## config.mk

```make
export PLATFORM = sky130hd
export DESIGN_NAME = caesar_shift_ranker_core_flat
export DESIGN_NICKNAME = d
export VERILOG_FILES = /design/src/rtl/core/csrank_pkg.sv /design/src/rtl/core/csrank_in_if.sv /design/src/rtl/core/csrank_out_if.sv /design/src/rtl/core/csrank_ctrl.sv /design/src/rtl/core/csrank_dp.sv /design/src/rtl/core/caesar_shift_ranker_core.sv /design/src/flat_wrapper.sv
export SDC_FILE = /design/constraint.sdc
export NUM_CORES = 1
export LEC_CHECK = 0
export BUFFER_PORTS_ARGS = -buffer_cell sky130_fd_sc_hd__buf_2
export CAP_MARGIN = 15
export CELL_PAD_IN_SITES_DETAIL_PLACEMENT = 1
export CELL_PAD_IN_SITES_GLOBAL_PLACEMENT = 2
export CORE_UTILIZATION = 35
export CTS_BUF_LIST = sky130_fd_sc_hd__clkbuf_16
export DETAILED_ROUTE_END_ITERATION = 16
export GPL_ROUTABILITY_DRIVEN = 1
export PLACE_DENSITY = 0.76
export SYNTH_ARGS = -nofsm -noshare
export SYNTH_HDL_FRONTEND = slang
export SYNTH_SLANG_ARGS = --single-unit
```

## constraint.sdc

```tcl
create_clock -name clk -period 8.7 [get_ports clk]
set_clock_uncertainty 0.2 [all_clocks]
set_input_delay 1.74 -clock clk [delete_from_list [all_inputs] [get_ports clk]]
set_output_delay 1.74 -clock clk [all_outputs]
set_load 0.01 [all_outputs]
```

## src/rtl/core/csrank_pkg.sv

```systemverilog
// ----------------------------------------------------------------------------
// csrank_pkg
// Shared constants, types and helpers of the caesar shift ranker.
// ----------------------------------------------------------------------------
package csrank_pkg;

	localparam int NUM_SHIFTS     = 26;
	localparam int SHIFT_W        = 5;
	localparam int SCORE_BITS_DEF = 16;
	localparam int OUT_SCORE_W    = 16;

	// bit i set where letter a+i is one of e,t,a,o,i,n,s,h,r,d,l,u
	localparam logic [NUM_SHIFTS-1:0] COMMON_MASK = 26'b00000_1111_0011_0100_1100_1100_1;

	// ascii letter bounds
	localparam logic [7:0] CH_UP_A = 8'h41;
	localparam logic [7:0] CH_UP_Z = 8'h5A;
	localparam logic [7:0] CH_LO_A = 8'h61;
	localparam logic [7:0] CH_LO_Z = 8'h7A;

	typedef enum logic [1:0] {
		ST_IDLE,
		ST_SCAN,
		ST_LOAD
	} ctrl_state_t;

	// controller to datapath
	typedef struct packed {
		logic score_en;
		logic scan_init;
		logic scan_step;
		logic load_out;
		logic clear_run;
	} ctrl_cmd_t;

	// datapath to controller
	typedef struct packed {
		logic scan_last;
		logic rank_last;
		logic out_free;
	} dp_status_t;

	// letter index decoded under a shift, (idx - s) mod 26
	function automatic logic [SHIFT_W-1:0] decode_letter(
		input logic [SHIFT_W-1:0] idx,
		input logic [SHIFT_W-1:0] s
	);
		logic [SHIFT_W-1:0] r;
		if (idx >= s) begin
			r = idx - s;
		end else begin
			r = idx - s + SHIFT_W'(NUM_SHIFTS);
		end
		return r;
	endfunction

endpackage

```

## src/rtl/core/csrank_in_if.sv

```systemverilog
// ----------------------------------------------------------------------------
// csrank_in_if
// Ciphertext channel: one byte per beat with a last-byte mark.
// ----------------------------------------------------------------------------
interface csrank_in_if;
	logic       valid;
	logic       ready;
	logic [7:0] cipher_byte;
	logic       final_byte;

	modport source (output valid, output cipher_byte, output final_byte, input ready);
	modport sink   (input valid, input cipher_byte, input final_byte, output ready);
endinterface

```

## src/rtl/core/csrank_out_if.sv

```systemverilog
// ----------------------------------------------------------------------------
// csrank_out_if
// Ranking channel: one ranked shift per beat.
// ----------------------------------------------------------------------------
interface csrank_out_if;
	logic        valid;
	logic        ready;
	logic [4:0]  rank;
	logic [4:0]  shift;
	logic [15:0] score;
	logic        end_of_ranking;

	modport source (output valid, output rank, output shift, output score,
		output end_of_ranking, input ready);
	modport sink   (input valid, input rank, input shift, input score,
		input end_of_ranking, output ready);
endinterface

```

## src/rtl/core/csrank_ctrl.sv

```systemverilog
// ----------------------------------------------------------------------------
// csrank_ctrl
// Sequencer: scores bytes, then walks the ranking one selection at a time.
// ----------------------------------------------------------------------------
module csrank_ctrl (
	input  logic                    clk,
	input  logic                    arst_n,
	input  logic                    in_valid,
	input  logic                    in_final,
	output logic                    in_ready,
	input  csrank_pkg::dp_status_t  status,
	output csrank_pkg::ctrl_cmd_t   cmd
);
	import csrank_pkg::*;

	ctrl_state_t state_q;
	ctrl_state_t state_d;

	// state register
	always_ff @(posedge clk or negedge arst_n) begin
		if (!arst_n) begin
			state_q <= ST_IDLE;
		end else begin
			state_q <= state_d;
		end
	end

	// next state
	always_comb begin
		state_d = state_q;
		unique case (state_q)
			ST_IDLE: begin
				if (in_valid && in_final) state_d = ST_SCAN;
			end
			ST_SCAN: begin
				if (status.scan_last) state_d = ST_LOAD;
			end
			ST_LOAD: begin
				if (status.out_free) state_d = status.rank_last ? ST_IDLE : ST_SCAN;
			end
			default: state_d = ST_IDLE;
		endcase
	end

	// outputs
	always_comb begin
		cmd      = '0;
		in_ready = 1'b0;
		unique case (state_q)
			ST_IDLE: begin
				in_ready      = 1'b1;
				cmd.score_en  = in_valid;
				cmd.scan_init = in_valid && in_final;
			end
			ST_SCAN: begin
				cmd.scan_step = 1'b1;
			end
			ST_LOAD: begin
				cmd.load_out  = status.out_free;
				cmd.clear_run = status.out_free && status.rank_last;
				cmd.scan_init = status.out_free && !status.rank_last;
			end
			default: ;
		endcase
	end

endmodule

```

## src/rtl/core/csrank_dp.sv

```systemverilog
// ----------------------------------------------------------------------------
// csrank_dp
// Score bank, selection scan and output register.
// ----------------------------------------------------------------------------
module csrank_dp #(
	parameter int SCORE_BITS = csrank_pkg::SCORE_BITS_DEF
) (
	input  logic                    clk,
	input  logic                    arst_n,
	input  csrank_pkg::ctrl_cmd_t   cmd,
	output csrank_pkg::dp_status_t  status,
	input  logic [7:0]              cipher_byte,
	input  logic                    out_ready,
	output logic                    out_valid,
	output logic [4:0]              out_rank,
	output logic [4:0]              out_shift,
	output logic [15:0]             out_score,
	output logic                    out_last
);
	import csrank_pkg::*;

	logic [SCORE_BITS-1:0] score_q [NUM_SHIFTS];
	logic [NUM_SHIFTS-1:0] hit;
	logic                  is_upper;
	logic                  is_lower;
	logic                  is_zero;
	logic [SHIFT_W-1:0]    letter_idx;

	logic [NUM_SHIFTS-1:0] done_q;
	logic [SHIFT_W-1:0]    scan_idx_q;
	logic [SHIFT_W-1:0]    rank_q;
	logic [SHIFT_W-1:0]    best_idx_q;
	logic [SCORE_BITS-1:0] best_score_q;
	logic                  best_valid_q;
	logic [SCORE_BITS-1:0] scan_score;
	logic                  take;
	logic [32:0]           best_wide;
	logic [15:0]           best_sat;

	logic                  out_valid_q;
	logic [4:0]            out_rank_q;
	logic [4:0]            out_shift_q;
	logic [15:0]           out_score_q;
	logic                  out_last_q;

	// byte classification
	assign is_upper   = (cipher_byte >= CH_UP_A) && (cipher_byte <= CH_UP_Z);
	assign is_lower   = (cipher_byte >= CH_LO_A) && (cipher_byte <= CH_LO_Z);
	assign is_zero    = (cipher_byte == 8'h00);
	assign letter_idx = is_lower ? SHIFT_W'(cipher_byte - CH_LO_A)
	                             : SHIFT_W'(cipher_byte - CH_UP_A);

	// per-shift hit flags
	always_comb begin
		for (int s = 0; s < NUM_SHIFTS; s++) begin
			hit[s] = is_zero || ((is_upper || is_lower) &&
				COMMON_MASK[decode_letter(letter_idx, SHIFT_W'(s))]);
		end
	end

	// saturating score bank
	always_ff @(posedge clk or negedge arst_n) begin
		if (!arst_n) begin
			for (int s = 0; s < NUM_SHIFTS; s++) score_q[s] <= '0;
		end else if (cmd.clear_run) begin
			for (int s = 0; s < NUM_SHIFTS; s++) score_q[s] <= '0;
		end else if (cmd.score_en) begin
			for (int s = 0; s < NUM_SHIFTS; s++) begin
				if (hit[s] && (score_q[s] != {SCORE_BITS{1'b1}})) begin
					score_q[s] <= score_q[s] + 1'b1;
				end
			end
		end
	end

	// selection scan: strict compare in ascending order keeps the lower shift on ties
	assign scan_score = score_q[scan_idx_q];
	assign take       = !done_q[scan_idx_q] && (!best_valid_q || (scan_score > best_score_q));

	always_ff @(posedge clk or negedge arst_n) begin
		if (!arst_n) begin
			scan_idx_q   <= '0;
			best_valid_q <= 1'b0;
			best_idx_q   <= '0;
		end else if (cmd.scan_init) begin
			scan_idx_q   <= '0;
			best_valid_q <= 1'b0;
		end else if (cmd.scan_step) begin
			if (!status.scan_last) scan_idx_q <= scan_idx_q + 1'b1;
			if (take) begin
				best_valid_q <= 1'b1;
				best_idx_q   <= scan_idx_q;
			end
		end
	end

	always_ff @(posedge clk) begin
		if (cmd.scan_step && take) best_score_q <= scan_score;
	end

	// rank counter and selected marks
	always_ff @(posedge clk or negedge arst_n) begin
		if (!arst_n) begin
			rank_q <= '0;
			done_q <= '0;
		end else if (cmd.load_out) begin
			if (cmd.clear_run) begin
				rank_q <= '0;
				done_q <= '0;
			end else begin
				rank_q             <= rank_q + 1'b1;
				done_q[best_idx_q] <= 1'b1;
			end
		end
	end

	// clamp wide scores to the result field
	assign best_wide = 33'(best_score_q);
	assign best_sat  = (best_wide > 33'h0_FFFF) ? 16'hFFFF : best_wide[15:0];

	// output register
	always_ff @(posedge clk or negedge arst_n) begin
		if (!arst_n) begin
			out_valid_q <= 1'b0;
		end else if (cmd.load_out) begin
			out_valid_q <= 1'b1;
		end else if (out_ready) begin
			out_valid_q <= 1'b0;
		end
	end

	always_ff @(posedge clk) begin
		if (cmd.load_out) begin
			out_rank_q  <= rank_q;
			out_shift_q <= best_idx_q;
			out_score_q <= best_sat;
			out_last_q  <= status.rank_last;
		end
	end

	assign status.scan_last = (scan_idx_q == SHIFT_W'(NUM_SHIFTS - 1));
	assign status.rank_last = (rank_q == SHIFT_W'(NUM_SHIFTS - 1));
	assign status.out_free  = !out_valid_q || out_ready;

	assign out_valid = out_valid_q;
	assign out_rank  = out_rank_q;
	assign out_shift = out_shift_q;
	assign out_score = out_score_q;
	assign out_last  = out_last_q;

`ifndef SYNTHESIS
	// a selection always finds a shift not yet ranked
	a_load_has_best: assert property (@(posedge clk) disable iff (!arst_n)
		cmd.load_out |-> (best_valid_q && !done_q[best_idx_q]))
		else $error("ranking load without a fresh selection");

	// never overwrite a beat that is still waiting
	a_load_when_free: assert property (@(posedge clk) disable iff (!arst_n)
		cmd.load_out |-> (!out_valid_q || out_ready))
		else $error("output register overwritten while stalled");

	// end of a run leaves the bank and marks clear
	a_run_clears: assert property (@(posedge clk) disable iff (!arst_n)
		(cmd.load_out && cmd.clear_run) |=> ((done_q == '0) && (rank_q == '0)
			&& (score_q[0] == '0)))
		else $error("state not cleared after last result");

	// the rank counts exactly the marked shifts
	a_rank_matches_marks: assert property (@(posedge clk) disable iff (!arst_n)
		$countones(done_q) == int'(rank_q))
		else $error("rank counter out of step with selected shifts");
`endif

endmodule

```

## src/rtl/core/caesar_shift_ranker_core.sv

```systemverilog
// ----------------------------------------------------------------------------
// caesar_shift_ranker_core
// Frequency-scoring ranker over the 26 caesar decryption shifts.
// ----------------------------------------------------------------------------
// Usage:
//   text carries one ciphertext byte per beat; final_byte marks the last byte.
//   Each byte is scored in the cycle it is taken, all 26 shift scores in
//   parallel, so a text streams in at one byte per cycle.
//   After the final byte the block ranks the shifts by a selection walk: per
//   rank, the scan state walks the score bank through one compare unit, and
//   the load state moves the winner into the output register. text.ready is
//   low throughout the ranking, stalls included.
//   result carries rank, shift, score and end_of_ranking, 26 beats per text,
//   best first, ties to the lower shift; end_of_ranking marks the 26th.
//   When result is stalled the output register holds its beat and the walk
//   waits at the next load. Scores clear when the last beat is loaded, so the
//   next text may start while that beat is still waiting.
//   Reset (arst_n low) clears all scores and returns the sequencer to idle.
// ----------------------------------------------------------------------------
module caesar_shift_ranker_core #(
	parameter int SCORE_BITS = csrank_pkg::SCORE_BITS_DEF
) (
	input  logic        clk,
	input  logic        arst_n,
	csrank_in_if.sink   text,
	csrank_out_if.source result
);
	import csrank_pkg::*;

	ctrl_cmd_t  cmd;
	dp_status_t status;

	// sequencer
	csrank_ctrl u_ctrl (
		.clk      (clk),
		.arst_n   (arst_n),
		.in_valid (text.valid),
		.in_final (text.final_byte),
		.in_ready (text.ready),
		.status   (status),
		.cmd      (cmd)
	);

	// score bank and ranking datapath
	csrank_dp #(
		.SCORE_BITS (SCORE_BITS)
	) u_dp (
		.clk         (clk),
		.arst_n      (arst_n),
		.cmd         (cmd),
		.status      (status),
		.cipher_byte (text.cipher_byte),
		.out_ready   (result.ready),
		.out_valid   (result.valid),
		.out_rank    (result.rank),
		.out_shift   (result.shift),
		.out_score   (result.score),
		.out_last    (result.end_of_ranking)
	);

endmodule
```

## src/flat_wrapper.sv

```systemverilog
// flat-port wrapper written by rule: the top's interface ports become plain ports
module caesar_shift_ranker_core_flat import csrank_pkg::*;
#(
	parameter int SCORE_BITS = csrank_pkg::SCORE_BITS_DEF
)
  (clk, arst_n, text_valid, text_cipher_byte, text_final_byte, text_ready, result_valid, result_rank, result_shift, result_score, result_end_of_ranking, result_ready);
  csrank_in_if text_i ();
  csrank_out_if result_i ();
  input  logic clk;
  input  logic arst_n;
  input wire logic [$bits(text_i.valid)-1:0] text_valid;
  input wire logic [$bits(text_i.cipher_byte)-1:0] text_cipher_byte;
  input wire logic [$bits(text_i.final_byte)-1:0] text_final_byte;
  output wire logic [$bits(text_i.ready)-1:0] text_ready;
  output wire logic [$bits(result_i.valid)-1:0] result_valid;
  output wire logic [$bits(result_i.rank)-1:0] result_rank;
  output wire logic [$bits(result_i.shift)-1:0] result_shift;
  output wire logic [$bits(result_i.score)-1:0] result_score;
  output wire logic [$bits(result_i.end_of_ranking)-1:0] result_end_of_ranking;
  input wire logic [$bits(result_i.ready)-1:0] result_ready;
  assign text_i.valid = text_valid;
  assign text_i.cipher_byte = text_cipher_byte;
  assign text_i.final_byte = text_final_byte;
  assign text_ready = text_i.ready;
  assign result_valid = result_i.valid;
  assign result_rank = result_i.rank;
  assign result_shift = result_i.shift;
  assign result_score = result_i.score;
  assign result_end_of_ranking = result_i.end_of_ranking;
  assign result_i.ready = result_ready;
  caesar_shift_ranker_core #(.SCORE_BITS(SCORE_BITS)) u_core (.clk(clk), .arst_n(arst_n), .text(text_i), .result(result_i));
endmodule
```

==> key figures, run 1 <==
Outcome
  – Status: finished clean

Floorplan
  – CORE AREA: 0.0967 sq mm
  – Die area: 0.0989 sq mm
  – Die H: 314 microns
  – Chip Width: 314 microns
  – Starting Density: 35.3%
  – Rows: 114
  – Boundary pin count: 42

Timing
  – Actual slew at the worst max-slew pin: 1.15 ns
  – Final Critical Period: 6.80 ns
  – Final slew viol count: 0
  – Fin. Hold Viols: 0
  – Relative slew slack: 22.9%
  – RSZ-0062 raised after global routing: false
  – Setup TNS: 0 ns
  – Final period utilization: 78.2%
  – Setup violators final: 0
  – Fmax: 147 MHz

Routing
  – Number of remaining DRC errors: 0
  – Post-route antenna net violation count: 0
  – DR pass1 iterations: 5
  – Final wirelength: 116000 microns
  – Number of vias per cell: 5.79
  – Routed vias: 28900
  – Iter 0 DRT Violations: 2047
  – WL per Instance: 23.3 microns

Synthesis
  – Cell taking the most area after synthesis: dfrtp_1
  – Top cell type's share of synthesized area: 33.8%
  – Top cells by area, synth: dfrtp_1, mux4_2, nor2_1, xnor2_1, xor2_1
  – Async S/R FF share, synth: 91.5%
  – Ys Warns: 0
  – Syn Nets: 3837
  – Syn_area_per_cell: 9.17 sq um
  – Count of cell types in the netlist: 105
  – Post-Syn Area: 0.0342 sq mm
  – Mapped Cells: 3724
  – EDFF count, synth: 43
  – Top_reg_cell synth: dfrtp_1
  – Seq cells post-synth: 504
  – Sequential area share after synthesis: 37.5%

Placement
  – Routability Congestion: 0.870
  – Buffers on Ports: 41
  – Post-DP HPWL: 82400 microns

Global route
  – Global Route met2 Usage: 37.9%
  – Met3 usage: 2.30%
  – Total track usage: 23.5%
  – Met1 Usage GRT: 33.4%
  – Largest net degree at the start of global routing: 146
  – First-pass GRT wire length: 181000 microns
  – Antenna violations before repair: 2
  – Gr ovfl total: 0
  – Gr busiest metal: met2
  – Vias in the first global route: 29200

Finish
  – Share of post-route cells with drive strength above 1: 10.2%
  – Filler Cell Count: 11200
  – Commonest non-fill, non-tap cells in the layout: dfrtp_1, nor2_1, nand2_1
  – Final #Nets: 3782
  – Most common cell after layout, fill and taps aside: dfrtp_1
  – Final core occ: 38.9%
  – Area growth syn-to-layout: 10.0%

Run
  – Max-Cap Viols: 0

Clock tree
  – # H-tree levels: 2
  – Num CTS Buffers: 60
  – Cts hold-fix bufs: 0
  – CTS root buffer: clkbuf_16
  – Number of setup buffers added after CTS: 0
  – Resize count post-CTS: 0
  – CTS tree: done
  – Clock buffer depth: 3
  – Worst-path clk slew: 0.06 ns
  – Clock Sink Count: 504
  – Skew-Pair Late Insertion Delay: 0.66 ns

Setup path
  – Worst setup EP type: flip-flop
  – CP Max Fanout: 24
  – RR Endpoint: u_core.u_dp.best_valid_q$_DFFE_PN0P_
  – Startpoint Class: input pin
  – Crit path DAT: 7.18 ns
  – Reg-to-reg setup timing slack: 3.16 ns
  – Worst R2R Path Depth: 17
  – R2R Path Start: u_core.u_dp.scan_idx_q[1]$_DFFE_PN0P_
  – Critical path class: input pin to flip-flop
  – WP data required: 9.08 ns

Pwr
  – Pleak: 0.0160 uW
  – Overall Power: 7760 uW
  – IR drop worst, VDD: 158 uV
  – Pwr Density: 206 mW/mm^2

Min path
  – Min-delay src: u_core.u_dp.best_score_q[1]$_DFFE_PP_
  – Hold Path Depth: 0
  – Hold crit path type: flip-flop to flip-flop
  – Hold EP: u_core.u_dp.out_score[1]$_DFFE_PP_
-- worst max-delay path: stages --
cell,delay [ns]
buf_2,0.44
inv_1,0.19
ha_1,0.35
buf_4,0.25
inv_1,0.06
buf_4,0.21
ha_1,0.31
or3_1,0.44
a21oi_1,0.33
nor2_1,0.16
xor2_1,0.19
ha_1,0.28
nor4b_1,0.14
o21ai_0,0.74
a31o_2,0.44
nand3_1,0.31
or3_1,0.40
a21oi_1,0.14
-- cell families (layout without fill, tap and decap cells) --
kind of cell / Yosys count / count (layout) / synth area share [%]
mux: 238 / 238 / 10.5
other cells: 0 / 1 / 0
fa+ha+maj: 100 / 100 / 3.66
xor+xnor: 343 / 343 / 8.94
simple gates: 1498 / 1498 / 21.6
flops: 504 / 504 / 37.5
buf+inv: 329 / 324 / 3.98
compound gates: 712 / 712 / 13.8
-- report_power, final --
part	switching (uW)	internal, uW	leakage, uW	total (uW)
clock	1080	1500	0.00104	2570
combinational	1380	894	0.00822	2270
sequential	325	2590	0.00675	2920
total	2780	4980	0.0160	7760
-- how the worst max path moves through the flow --
stage / startpoint / endpoint / slack [ns]
after floorplan: text_cipher_byte[0] / u_core.u_dp.score_q[193]$_DFFE_PN0P_ / 1.57
after global placement: text_cipher_byte[1] / u_core.u_dp.score_q[361]$_DFFE_PN0P_ / 1.46
after detailed placement: text_cipher_byte[1] / u_core.u_dp.score_q[367]$_DFFE_PN0P_ / 1.33
after CTS: text_cipher_byte[1] / u_core.u_dp.score_q[367]$_DFFE_PN0P_ / 2.01
after global routing: text_cipher_byte[1] / u_core.u_dp.score_q[111]$_DFFE_PN0P_ / 1.45
final: text_cipher_byte[1] / u_core.u_dp.score_q[109]$_DFFE_PN0P_ / 1.90
-- state kept, by name, indices dropped and copies added (netlist names) --
signal and count:
u_core.u_dp.rank_q 5, u_core.u_dp.best_valid_q 1, u_core.u_dp.out_valid 1, u_core.u_dp.out_shift 5, u_core.u_dp.out_last 1, u_core.u_dp.out_rank 5, u_core.u_dp.scan_idx_q 5, u_core.u_dp.best_score_q 16
u_core.u_ctrl.state_q 2, u_core.u_dp.out_score 16, u_core.u_dp.best_idx_q 5, u_core.u_dp.done_q 26, u_core.u_dp.score_q 416
-- cell usage after synthesis, drive strengths merged (90+ instances only) --
cell	instances
dfrtp	461
nor2	460
nand2	292
xnor2	187
nand3	185
a21oi	183
o21ai	174
xor2	153
clkbuf	141
mux2i	122
and3	101
inv	101
ha	100
mux4	93
nor3	90
-- metal layers --
layer,part of all wire (%),vias up
met5,0,-
met4,2.6,0
met3,3.9,144
met2,46,541
met1,47,14800
li1,-,13400
-- stage by stage --
step | instances | hold slack, ns | setup slack [ns] | cell area (sq um)
2_1_floorplan | 3724 | 0.226 | 1.57 | 34200
3_5_place_dp | 4883 | 0.236 | 1.33 | 35600
3_3_place_gp | 4882 | 0.233 | 1.46 | 35600
4_1_cts | 4995 | 0.251 | 2.01 | 37600
5_1_grt | 4995 | 0.269 | 1.45 | 37600
6_report | 4996 | 0.250 | 1.90 | 37600
-- layout make-up --
| cell class | count | area, sq um | area share, % |
|---|---|---|---|
| inverter | 105 | 394 | 1.05 |
| clock buffer | 61 | 1530 | 4.06 |
| sequential | 504 | 12800 | 34.1 |
| timing repair buffer | 107 | 786 | 2.09 |
| antenna | 1 | 2.50 | 0.00666 |
| clock inverter | 51 | 447 | 1.19 |
| tap | 1276 | 1600 | 4.25 |
| multi-input combinational | 2891 | 20000 | 53.2 |
Note: power is estimated with default switching activity, not from simulation.
==> run 2: changes to the inputs <==
--- a/config.mk
+++ b/config.mk
@@ -5,15 +5,16 @@
 export SDC_FILE = /design/constraint.sdc
 export NUM_CORES = 1
 export LEC_CHECK = 0
+export ABC_AREA = 1
 export BUFFER_PORTS_ARGS = -buffer_cell sky130_fd_sc_hd__buf_2
 export CAP_MARGIN = 15
 export CELL_PAD_IN_SITES_DETAIL_PLACEMENT = 1
 export CELL_PAD_IN_SITES_GLOBAL_PLACEMENT = 2
-export CORE_UTILIZATION = 35
+export CORE_UTILIZATION = 34
 export CTS_BUF_LIST = sky130_fd_sc_hd__clkbuf_16
 export DETAILED_ROUTE_END_ITERATION = 16
 export GPL_ROUTABILITY_DRIVEN = 1
-export PLACE_DENSITY = 0.76
+export PLACE_DENSITY = 0.83
 export SYNTH_ARGS = -nofsm -noshare
 export SYNTH_HDL_FRONTEND = slang
 export SYNTH_SLANG_ARGS = --single-unit
==> constraint.sdc (replaced) <==
create_clock -name clk -period 6.1 [get_ports clk]
set_clock_uncertainty 0.2 [all_clocks]
set_input_delay 1.22 -clock clk [delete_from_list [all_inputs] [get_ports clk]]
set_output_delay 1.22 -clock clk [all_outputs]
set_load 0.01 [all_outputs]
==> run 2 against run 1 <==
  * Sequential share of layout area down 4.2 points
  * Largest cell class unchanged
  * Via count grew 34%
  * Critical path depth unchanged
  * Wire length is 20% higher
  * Core utilization shrank 1.5 points
  * Sequential power rose by 46%
==> key figures, run 2 <==
Finish
  – Diode count: 0
  – Commonest non-fill, non-tap cells in the layout: nand2_1, nand3_1, inv_1
  – Most flop-heavy register: u_core.u_dp.score_q
  – Largest register FFs: 416
  – Most common cell after layout, fill and taps aside: nand2_1
  – Area occupied by registers: 0.0128 sq mm
  – Multi-input logic area: 0.0224 sq mm
  – Top Registers: u_core.u_dp.score_q (416), u_core.u_dp.done_q (26)
  – Final #Nets: 5622
  – Share of post-route cells with drive strength above 1: 6.53%
  – Area growth syn-to-layout: 8.57%
  – Fin cells: 7071
  – Filler Cell Count: 14500

Clock tree
  – Cts hold-fix bufs: 0
  – Num CTS Buffers: 66
  – Resize count post-CTS: 0
  – CTS tree: done
  – Worst-path clk slew: 0.06 ns
  – Clock Sink Count: 504
  – Skew-Pair Late Insertion Delay: 0.63 ns
  – Number of setup buffers added after CTS: 0
  – Clock buffer depth: 3
  – # H-tree levels: 3
  – CTS root buffer: clkbuf_16

Routing
  – Post-route antenna net violation count: 0
  – DR pass1 iterations: 5
  – Number of remaining DRC errors: 0
  – WL per Instance: 19.8 microns
  – Number of vias per cell: 5.49
  – Routed vias: 38800
  – Final wirelength: 140000 microns
  – Iter 0 DRT Violations: 2695

Run
  – Max-Cap Viols: 0

Pwr
  – Combinational Power Share: 41.5%
  – IR drop worst, VDD: 276 uV
  – P_int: 7600 uW
  – Sw Pwr: 6340 uW
  – Clock Power Share: 27.9%
  – Pwr Density: 325 mW/mm^2
  – Sequential Power Share: 30.6%
  – Sw frac: 45.5%
  – Pleak: 0.0219 uW

Setup path
  – Worst setup EP type: flip-flop
  – Slowest CP cell: o32ai_1
  – Startpoint Class: flip-flop
  – Most frequent CP cell: nand2_1
  – Bufs and invs on worst path: 3
  – Critical path class: flip-flop to flip-flop
  – CP Max Fanout: 100
  – WP data required: 6.16 ns
  – Crit path DAT: 5.59 ns
  – Crit path largest cell delay: 0.67 ns
  – CP Cell Sequence: inv_6 > a21oi_1 > o21ai_0 > nand3_1 > nand2_1 > a31oi_1 > o32ai_1 > inv_1 > ha_1 > nand2_1 > o21a_1 > o221ai_1 > nand2_1 > nand2_1 > nand2_1 > nand2_1 > nand3_1 > inv_1
  – CP delay by family, top: compound AO/OA/AOI/OAI gates

Synthesis
  – Mapped Cells: 5632
  – Synth Area in Compound Gates: 8.61%
  – Cell with the most instances after synthesis: nand2_1
  – Post-Syn Area: 0.0395 sq mm
  – Post-Synth Simple-Gate Area: 36.4%
  – Count of cell types in the netlist: 54
  – Post-Synth XOR/XNOR Area: 8.53%
  – Async S/R FF share, synth: 91.5%
  – Mux cell area share after synthesis: 0%
  – Top cell type's share of synthesized area: 29.2%
  – Largest family of logic cells by synthesized area: simple AND/OR/NAND/NOR gates
  – Top_reg_cell synth: dfrtp_1
  – Synth Area in Adders: 3.17%
  – Top cells by area, synth: dfrtp_1, nand2_1, nand3_1, xor2_1, nand4_1
  – Seq cells post-synth: 504
  – Post-synth top cells: nand2_1, nand3_1, inv_1
  – Cell taking the most area after synthesis: dfrtp_1
  – Sequential area share after synthesis: 32.5%
  – EDFF count, synth: 43
  – Ys Warns: 0
  – Syn_area_per_cell: 7.02 sq um
  – Syn Nets: 5745

Placement
  – Routability Congestion: 0.878
  – DP Cell Count: 6952
  – Buffers on Ports: 41
  – Post-DP HPWL: 99900 microns

Timing
  – Setup violators final: 0
  – Actual slew at the worst max-slew pin: 1.22 ns
  – WHS: 0.249 ns
  – Fmax: 181 MHz
  – Relative slew slack: 18.7%
  – Final Critical Period: 5.53 ns
  – RSZ-0062 raised after global routing: false
  – Final slew viol count: 0
  – Final period utilization: 90.6%
  – Fin. Hold Viols: 0
  – Setup TNS: 0 ns

Floorplan
  – Starting Density: 34.4%
  – Die area: 0.118 sq mm
  – Chip Width: 343 microns
  – Rows: 124
  – CORE AREA: 0.115 sq mm
  – Boundary pin count: 42
  – Die H: 343 microns

Min path
  – Hold crit path type: flip-flop to flip-flop

Global route
  – Gr ovfl total: 0
  – Largest net degree at the start of global routing: 142
  – Vias in the first global route: 39200
  – Total track usage: 23.7%
  – Antenna violations before repair: 1
  – First-pass GRT wire length: 225000 microns

Outcome
  – Status: finished clean
run 2: changes by cell type in the layout (fill, tap and decap cells not counted), sizes merged, moves of 93 or more:
cell	delta
and3	-101
inv	+627
mux2i	-122
mux4	-93
nand2	+935
nand3	+625
nand4	+359
nor2	-182
o21ai	+108
xnor2	-166
xor2	+211
run 2: kinds of logic (layout without fill, tap and decap cells):
| family | after synthesis | in the layout |
|---|---|---|
| simple gates | 2992 | 2992 |
| buf+inv | 1040 | 967 |
| compound gates | 611 | 611 |
| flops | 504 | 504 |
| xor+xnor | 385 | 385 |
| fa+ha+maj | 100 | 100 |
run 2: metal layers:
| metal | vias to the layer above | GRT usage (%) | wire, microns |
|---|---|---|---|
| met1 | 19300 | 32.9 | 66400 |
| li1 | 18700 | - | - |
| met2 | 611 | 39.1 | 65700 |
| met4 | 0 | 5.87 | 3010 |
| met3 | 171 | 2.43 | 4630 |
| met5 | - | 0 | 0 |
run 2: per-stage QoR:
step                      cell area [sq um]  util, %  worst slack (ns)  power, uW
after global placement                40800     35.5             0.633       9940
after global routing                  42900     37.4             0.233      14800
after floorplan                       39500        -              1.22       7750
final                                 42900     37.4             0.572      13900
after detailed placement              40800     35.5             0.468      10100
after CTS                             42900     37.4             0.562      14000
run 2: power groups by stage:
stage / Combinational, uW / Clock [uW] / Sequential (uW)
floorplan: 3620 / 0 / 4130
global placement: 5630 / 0 / 4310
detailed placement: 5750 / 0 / 4320
CTS: 5780 / 4000 / 4270
global route: 6360 / 4100 / 4320
finish: 5780 / 3890 / 4270
run 2: final timing paths:
check,start,endpoint,slack [ns],cells past startpoint
min reg2reg,u_core.u_dp.best_score_q[8]$_DFFE_PP_,u_core.u_dp.out_score[8]$_DFFE_PP_,0.25,0
max,u_core.u_dp.scan_idx_q[0]$_DFFE_PN0P_,u_core.u_dp.best_score_q[4]$_DFFE_PP_,0.57,18
max in group asynchronous,arst_n,u_core.u_dp.score_q[378]$_DFFE_PN0P_,4.05,2
min in group asynchronous,arst_n,u_core.u_dp.score_q[52]$_DFFE_PN0P_,0.36,1
min,u_core.u_dp.best_score_q[8]$_DFFE_PP_,u_core.u_dp.out_score[8]$_DFFE_PP_,0.25,0
max reg2reg,u_core.u_dp.scan_idx_q[0]$_DFFE_PN0P_,u_core.u_dp.best_score_q[4]$_DFFE_PP_,0.57,18
run 2: final cells by class:
type,instances,share of cell area (%)
multi-input combinational,4088,52.3
sequential,504,29.9
inverter,747,6.57
tap,1512,4.41
clock buffer,66,3.85
clock inverter,52,1.06
timing repair buffer,102,1.94
